### config.mk
export PLATFORM = sky130hd
export DESIGN_NAME = rc_pwm_ppm_pulse_decoder
export DESIGN_NICKNAME = d
export VERILOG_FILES = /design/src/sv/rcpd_pkg.sv /design/src/sv/rcpd_eval.sv /design/src/sv/rc_pwm_ppm_pulse_decoder.sv
export SDC_FILE = /design/constraint.sdc
export NUM_CORES = 1
export LEC_CHECK = 0
export BUFFER_PORTS_ARGS = -buffer_cell sky130_fd_sc_hd__buf_2
export CORE_ASPECT_RATIO = 1.4
export CORE_UTILIZATION = 60
export CTS_CLUSTER_DIAMETER = 30
export DETAILED_ROUTE_END_ITERATION = 6
export PLACE_DENSITY = 0.79
export SKIP_CTS_REPAIR_TIMING = 1
export SLEW_MARGIN = 20
export SYNTH_ARGS = -nofsm -noshare
export SYNTH_HDL_FRONTEND = slang
export SYNTH_SLANG_ARGS = --single-unit
### constraint.sdc
create_clock -name clk -period 6.9 [get_ports clk]
set_clock_uncertainty 0.05 [all_clocks]
set_input_delay 1.38 -clock clk [delete_from_list [all_inputs] [get_ports clk]]
set_output_delay 1.38 -clock clk [all_outputs]
set_load 0.02 [all_outputs]
### src/sv/rcpd_pkg.sv
// Shared types and constants for the RC PWM/PPM pulse decoder.
// No dependencies; every other file of the block imports this package.
package rcpd_pkg;

  localparam int NUM_CHANNELS = 8;
  localparam int CHAN_W       = 3;
  localparam int TIME_W       = 16;
  localparam int SLOT_W       = 4;
  localparam int SLOT_CNT_W   = 5;
  localparam int PPM_SLOTS    = 8;

  localparam logic [SLOT_CNT_W-1:0] PPM_SLOTS_CNT = SLOT_CNT_W'(PPM_SLOTS);
  localparam logic [TIME_W-1:0]     SYNC_DEFAULT  = TIME_W'(2100);

  // Configuration register indexes
  localparam int CFG_ADDR_W = 1;
  localparam logic [CFG_ADDR_W-1:0] CFG_PPM_MODE  = 1'b0;
  localparam logic [CFG_ADDR_W-1:0] CFG_SYNC_GAP  = 1'b1;
  localparam int CFG_DATA_W = TIME_W;

  localparam logic LEVEL_RISE = 1'b1;

  typedef struct packed {
    logic [TIME_W-1:0] capture;
    logic              level;
    logic [CHAN_W-1:0] channel;
  } edge_req_t;

  typedef struct packed {
    logic              frame_restart;
    logic [TIME_W-1:0] width;
    logic [SLOT_W-1:0] slot;
    logic              is_ppm_slot;
    logic              width_valid;
  } pulse_res_t;

  // State updates produced by evaluating one request
  typedef struct packed {
    logic                  rise_we;
    logic [CHAN_W-1:0]     rise_idx;
    logic [TIME_W-1:0]     rise_val;
    logic                  cnt_we;
    logic [SLOT_CNT_W-1:0] cnt_val;
  } state_upd_t;

endpackage

### src/sv/rcpd_eval.sv
// Per-request evaluation for the RC pulse decoder: width subtraction,
// PPM sync/frame-full decision and state update. Depends on rcpd_pkg.
module rcpd_eval (
  input  rcpd_pkg::edge_req_t                  req,
  input  logic [rcpd_pkg::TIME_W-1:0]          rise_val,
  input  logic                                 ppm_mode,
  input  logic [rcpd_pkg::TIME_W-1:0]          sync_gap_limit,
  input  logic [rcpd_pkg::SLOT_CNT_W-1:0]      slot_count,
  output rcpd_pkg::pulse_res_t                 res,
  output rcpd_pkg::state_upd_t                 upd
);
  import rcpd_pkg::*;

  logic [TIME_W-1:0] width_calc;
  logic              ignore;
  logic              restart;

  assign width_calc = req.capture - rise_val;
  assign ignore     = ppm_mode && (req.channel != '0);
  assign restart    = (width_calc > sync_gap_limit) || (slot_count >= PPM_SLOTS_CNT);

  always_comb begin
    res          = '0;
    upd          = '0;
    upd.rise_idx = req.channel;
    upd.rise_val = req.capture;
    if (!ignore) begin
      if (req.level == LEVEL_RISE) begin
        upd.rise_we = 1'b1;
      end else if (!ppm_mode) begin
        res.width_valid = 1'b1;
        res.slot        = SLOT_W'(req.channel);
        res.width       = width_calc;
      end else if (restart) begin
        res.is_ppm_slot   = 1'b1;
        res.frame_restart = 1'b1;
        upd.cnt_we        = 1'b1;
        upd.cnt_val       = '0;
      end else begin
        res.width_valid = 1'b1;
        res.is_ppm_slot = 1'b1;
        res.slot        = slot_count[SLOT_W-1:0];
        res.width       = width_calc;
        upd.cnt_we      = 1'b1;
        upd.cnt_val     = slot_count + SLOT_CNT_W'(1);
      end
    end
  end

endmodule

### src/sv/rc_pwm_ppm_pulse_decoder.sv
// Top level of the RC PWM/PPM pulse decoder: stream ports, input and result
// registers, channel timestamps and PPM slot counter. Uses rcpd_pkg, rcpd_eval.
//
// Each request is one capture edge: a channel, the pin level after the edge
// and a 16-bit timer value. A rising edge stores the timestamp of its channel
// and yields an all-zero result. A falling edge yields the high time (falling
// minus rising, modulo 65536). With ppm_mode at 0 every channel reports its
// own width in slot = channel. With ppm_mode at 1 only channel 0 is decoded;
// its pulses fill PPM slots 0 to 7 in turn, and a width above sync_gap_limit,
// or a pulse after all slots are full, clears the slot counter, stores
// nothing and reports frame_restart. Edges on other channels in PPM mode give
// an all-zero result and change nothing. Every request gives exactly one
// result. A request moves from the input register to the result register,
// with one subtract and compare between the two; the block takes a new
// request every cycle while m_tready is high. Timestamps and the slot
// counter survive a mode change. Write configuration only while no request
// is in flight.
module rc_pwm_ppm_pulse_decoder (
  input  logic                                 clk,
  input  logic                                 rst,
  // Capture edge requests
  input  logic                                 s_tvalid,
  output logic                                 s_tready,
  input  logic [15:0]                          s_tdata,  // [15:0] capture
  input  logic [3:0]                           s_tuser,  // [2:0] channel, [3] level
  // Decoded widths
  output logic                                 m_tvalid,
  input  logic                                 m_tready,
  output logic [15:0]                          m_tdata,  // [15:0] width
  // [0] width_valid, [1] is_ppm_slot, [5:2] slot, [6] frame_restart
  output logic [6:0]                           m_tuser,
  // Configuration writes
  input  logic                                 cfg_we,
  input  logic [rcpd_pkg::CFG_ADDR_W-1:0]      cfg_addr,
  input  logic [rcpd_pkg::CFG_DATA_W-1:0]      cfg_wdata
);
  import rcpd_pkg::*;

  logic                  ppm_mode;
  logic [TIME_W-1:0]     sync_gap_limit;
  logic [TIME_W-1:0]     rise_time [NUM_CHANNELS];
  logic [SLOT_CNT_W-1:0] ppm_slot_count;

  logic                  in_valid;
  edge_req_t             in_req;
  logic                  out_valid;
  pulse_res_t            out_res;

  pulse_res_t            res_next;
  state_upd_t            upd;
  logic                  advance;
  logic                  out_free;

  // Advance the input register into the result register when the latter is
  // empty or being drained this cycle.
  assign out_free = !out_valid || m_tready;
  assign advance  = in_valid && out_free;
  assign s_tready = !in_valid || out_free;

  rcpd_eval u_eval (
    .req            (in_req),
    .rise_val       (rise_time[in_req.channel]),
    .ppm_mode       (ppm_mode),
    .sync_gap_limit (sync_gap_limit),
    .slot_count     (ppm_slot_count),
    .res            (res_next),
    .upd            (upd)
  );

  // Configuration registers
  always_ff @(posedge clk) begin
    if (rst) begin
      ppm_mode       <= 1'b0;
      sync_gap_limit <= SYNC_DEFAULT;
    end else if (cfg_we) begin
      case (cfg_addr)
        CFG_PPM_MODE: ppm_mode       <= cfg_wdata[0];
        CFG_SYNC_GAP: sync_gap_limit <= cfg_wdata[TIME_W-1:0];
        default:      ;
      endcase
    end
  end

  // Input register: hold a request until it moves to the result stage
  always_ff @(posedge clk) begin
    if (rst) begin
      in_valid <= 1'b0;
    end else if (s_tready) begin
      in_valid <= s_tvalid;
    end
  end

  always_ff @(posedge clk) begin
    if (s_tready && s_tvalid) begin
      in_req.channel <= s_tuser[CHAN_W-1:0];
      in_req.level   <= s_tuser[CHAN_W];
      in_req.capture <= s_tdata;
    end
  end

  // Decoder state commits in request order, together with the result
  always_ff @(posedge clk) begin
    if (rst) begin
      for (int i = 0; i < NUM_CHANNELS; i++) begin
        rise_time[i] <= '0;
      end
      ppm_slot_count <= '0;
    end else if (advance) begin
      if (upd.rise_we) begin
        rise_time[upd.rise_idx] <= upd.rise_val;
      end
      if (upd.cnt_we) begin
        ppm_slot_count <= upd.cnt_val;
      end
    end
  end

  // Result register
  always_ff @(posedge clk) begin
    if (rst) begin
      out_valid <= 1'b0;
    end else if (out_free) begin
      out_valid <= in_valid;
    end
  end

  always_ff @(posedge clk) begin
    if (advance) begin
      out_res <= res_next;
    end
  end

  assign m_tvalid = out_valid;
  assign m_tdata  = out_res.width;
  assign m_tuser  = {out_res.frame_restart, out_res.slot,
                     out_res.is_ppm_slot, out_res.width_valid};

  // Checks
  a_slot_bound: assert property (@(posedge clk) disable iff (rst)
    ppm_slot_count <= PPM_SLOTS_CNT)
    else $error("PPM slot counter beyond frame size");

  a_restart_excl: assert property (@(posedge clk) disable iff (rst)
    out_valid |-> !(out_res.frame_restart && out_res.width_valid))
    else $error("restart result also carries a width");

  a_restart_ppm: assert property (@(posedge clk) disable iff (rst)
    (out_valid && out_res.frame_restart) |-> out_res.is_ppm_slot)
    else $error("frame restart outside PPM");

  a_restart_clears: assert property (@(posedge clk) disable iff (rst)
    (advance && res_next.frame_restart) |=> (ppm_slot_count == '0))
    else $error("restart did not clear slot counter");

  a_ready_after_rst: assert property (@(posedge clk)
    (!rst && $past(rst)) |-> s_tready)
    else $error("not ready after reset");

endmodule
==> key figures <==
Layout
  • Proportion of layout cells with a drive suffix above 1: 0.200
  • Antenna cells: 0
  • Post-route insts no fill: approximately 1000
  • Final Instance Area: 10500 sq um
  • Area Growth Syn to Fin: 12.3%
  • Fillcell total: just over 1000
  • NumNets Final: between 800 and 900
  • Commonest non-fill, non-tap cell in the layout: edfxtp_1
  • Most frequent cells in the layout: 171 x edfxtp_1, 122 x and2_1, 66 x buf_2, 57 x nand2_1, 34 x ha_1

Clock network
  • H-tree Lvls: 4
  • Root Driver: clkbuf_16
  • Num CTS Buffers: 17
  • Max Buffers Root-to-Sink: 2
  • CTS tree: built
  • Sink Count: just under 200
  • Clock-pin slew on the worst setup and hold paths: 0.07 ns
  • Clk_lat worst skew: approximately 0.43 ns

Worst setup path
  • Critical path peak fanout: 25
  • Crit path capture type: register
  • Critical-path cell list: buf_4 -> mux4_2 -> mux2i_1 -> ha_1 -> a21oi_1 -> nor2_1 -> a211oi_1 -> a21oi_1 -> o21ai_0 -> nand2_1 -> ha_1 -> nand4_1 -> nor4_1 -> nor3_1 -> o31ai_1 -> nand3_1 -> o41ai_1
  • CP Class: register to register
  • Crit-path slowest cell: dfxtp_2
  • Worst path max stage delay: ~0.94 ns
  • Flop2flop setup slack: between 1 and 1.5 ns
  • Critical path required time: between 7 and 8 ns
  • Critical Path AT: between 5 and 6 ns
  • CP Launch Type: register

STA
  • Worst Hold Margin: about 0.41 ns
  • Endpoints failing setup: 0
  • Tmin final: around 5.6 ns
  • Max Freq: ~0.18 GHz
  • Worst rel slew slack: 0.380
  • Slew Viols, Final: 0
  • Fin Setup TNS: 0 ns
  • Worst Max-Slew Pin Slew: around 0.93 ns
  • RSZ-0062 raised after global routing: false
  • Fin. Hold Viols: 0
  • Fin crit share: 0.816

Floorplan
  • Width of the die: 108 um
  • Floorplan row count: 53
  • Die area: approximately 16000 sq um
  • Core box area: about 15000 sq um
  • Number of I/O pins: 67
  • Initial core utilization: 0.620
  • Die Y: 150 um

Yosys
  • Post-synthesis average cell area: around 13 sq um
  • Largest family of logic cells by synthesized area: simple AND/OR/NAND/NOR gates
  • Number of flops mapped to enable cells by yosys: between 150 and 200
  • Gate count after technology mapping: just over 700
  • Syn_nets: around 800
  • Mux share of post-synthesis cell area: 0.0988
  • Yosys warns: 0
  • Post-synth top flop: edfxtp_1
  • Post-Synth Adder-Cell Area: 0.0475
  • Seq/Total Area, Yosys: 0.606
  • Post-synthesis compound-gate area fraction: 0.0494
  • Cell Area, Synth: roughly 9400 sq um
  • Distinct cells, synth: 50
  • Xor/xnor share of the synthesized area: 0.0103
  • Simple-Gate Fraction of Synth Area: 0.165
  • Synth async-reset ratio: 0
  • FF+latch count, synth: 198

Global routing
  • Pin count of the biggest net entering global routing: 39
  • Global-route wire length before repair: 30500 um
  • Initial antenna violation count: 0
  • Total global routing overflow: 0
  • Vias in the first global route: about 6100
  • GRT Util Overall: 0.260

Placed design
  • Gpl congestion: approximately 0.84
  • Final HPWL DP: 13100 um
  • IO Port Bufs: 66
  • Placed inst area: a little under 10000 sq um
  • Inst Count DP: between 900 and 1000

Detailed routing
  • Mean number of vias per cell: around 6.1
  • TritonRoute pass-1 iters: 5
  • WL/cell: 20.2 um
  • Iter 0 DRT Violations: 471
  • Remaining antenna violation count: 0
  • DRT Wirelength: just under 20000 um
  • Via Count: slightly below 6000
  • DRC viols: 0

Pwr
  • Overall power: between 2000 and 3000 uW
  • P_leak: between 0.004 and 0.005 uW
  • VDD IR max: between 0.15 and 0.2 mV
  • Power per cell area: around 270 nW/um^2

Outcome
  • Status: finished clean

Worst hold path
  • Critical hold path startpoint: sync_gap_limit[8]$_SDFFE_PP0P_
  • Hold/Removal Path Class: register to register

Flow run
  • Max-cap violations: 0
[metal layers]
metal | routed length, um | vias to the layer above | GRT usage | share of wire
li1 | - | 2707 | - | -
met1 | 7320 | 2868 | 0.293 | 0.37
met2 | 10300 | 276 | 0.460 | 0.52
met3 | 1130 | 76 | 0.0462 | 0.058
met4 | 913 | 0 | 0.151 | 0.046
met5 | 0 | - | 0 | 0
[final cells by class]
class / count / area (sq um) / share of cell area
clock buffer: 19 / 433 / 0.0411
clock inverter: 13 / 169 / 0.0160
inverter: 28 / 105 / 0.00998
multi-input combinational: 449 / 3490 / 0.332
sequential: 198 / 5680 / 0.539
tap: 192 / 240 / 0.0228
timing repair buffer: 77 / 413 / 0.0392
[stage by stage]
stage / util / worst slack (ns)
6_report: 0.696 / 1.27
5_1_grt: 0.696 / 0.824
4_1_cts: 0.696 / 1.22
3_5_place_dp: 0.656 / 1.44
3_3_place_gp: 0.656 / 1.65
2_1_floorplan: - / 2.03
[cell families (layout without fill, tap and decap cells)]
group	count (synthesis)	count (layout)
adders and majority gates	35	35
AOI/OAI and AO/OA	74	74
other	1	1
and+or+nand+nor	276	276
buffers and inverters	57	137
xor gates and xnor gates	11	11
muxes	52	52
DFF	198	198
[critical path: cells and delay by family, from the launching register on]
| family | cells | cell delay, ns |
|---|---|---|
| compound gates | 6 | 1.62 |
| fa+ha+maj | 2 | 0.63 |
| mux | 2 | 0.72 |
| simple gates | 6 | 1.11 |
| flops | 1 | 0.94 |
| buf+inv | 1 | 0.34 |
[final timing paths]
check / endpoint / cells past startpoint
min: sync_gap_limit[8]$_SDFFE_PP0P_ / 2
min reg2reg: sync_gap_limit[8]$_SDFFE_PP0P_ / 2
max reg2reg: m_tuser[2]$_SDFFCE_PP0P_ / 17
max: m_tuser[2]$_SDFFCE_PP0P_ / 17
[flip-flops by register name, indices dropped and copies added (netlist names), named ones only]
name	flops
ppm_slot_count	5
m_tvalid	1
m_tuser	7
rise_time	128
sync_gap_limit	16
ppm_mode	1
in_valid	1
m_tdata	16
in_req	20
[report_power, final]
part           internal (uW)  total (uW)  switching, uW  leakage, uW
Clock                    576        1020            440     0.000288
Combinational            183         427            244      0.00182
Sequential              1360        1400           41.5      0.00196
Total                   2120        2840            725      0.00406
[synthesized netlist by cell type, types with 2 or more instances]
cell      count  area share
edfxtp_1    171        0.55
and2_1      122       0.081
nand2_1      57       0.023
ha_1         34       0.045
a21oi_1      32       0.017
mux4_2       32       0.077
dfxtp_1      27       0.058
inv_1        27       0.011
clkbuf_1     25       0.010
nor2_1       19      0.0076
mux2i_1      16       0.017
nor3_1       16      0.0085
nand2b_1      9      0.0060
nand3b_1      9      0.0072
nor3b_1       9      0.0072
or2_2         9      0.0060
o21ai_0       8      0.0043
nand4_1       6      0.0040
xnor2_1       6      0.0056
nand3_1       5      0.0027
o41ai_1       5      0.0047
xor2_1        5      0.0047
a211oi_1      4      0.0032
mux2_2        4      0.0048
nor4_1        4      0.0027
or3_1         4      0.0027
a21boi_0      3      0.0024
a21o_1        3      0.0024
a31oi_1       3      0.0020
buf_2         3      0.0016
nor2b_1       3      0.0020
o211ai_1      3      0.0024
o21a_1        2      0.0016
o21ai_1       2      0.0011
o21bai_1      2      0.0016
(Power assumes the default switching activity.)
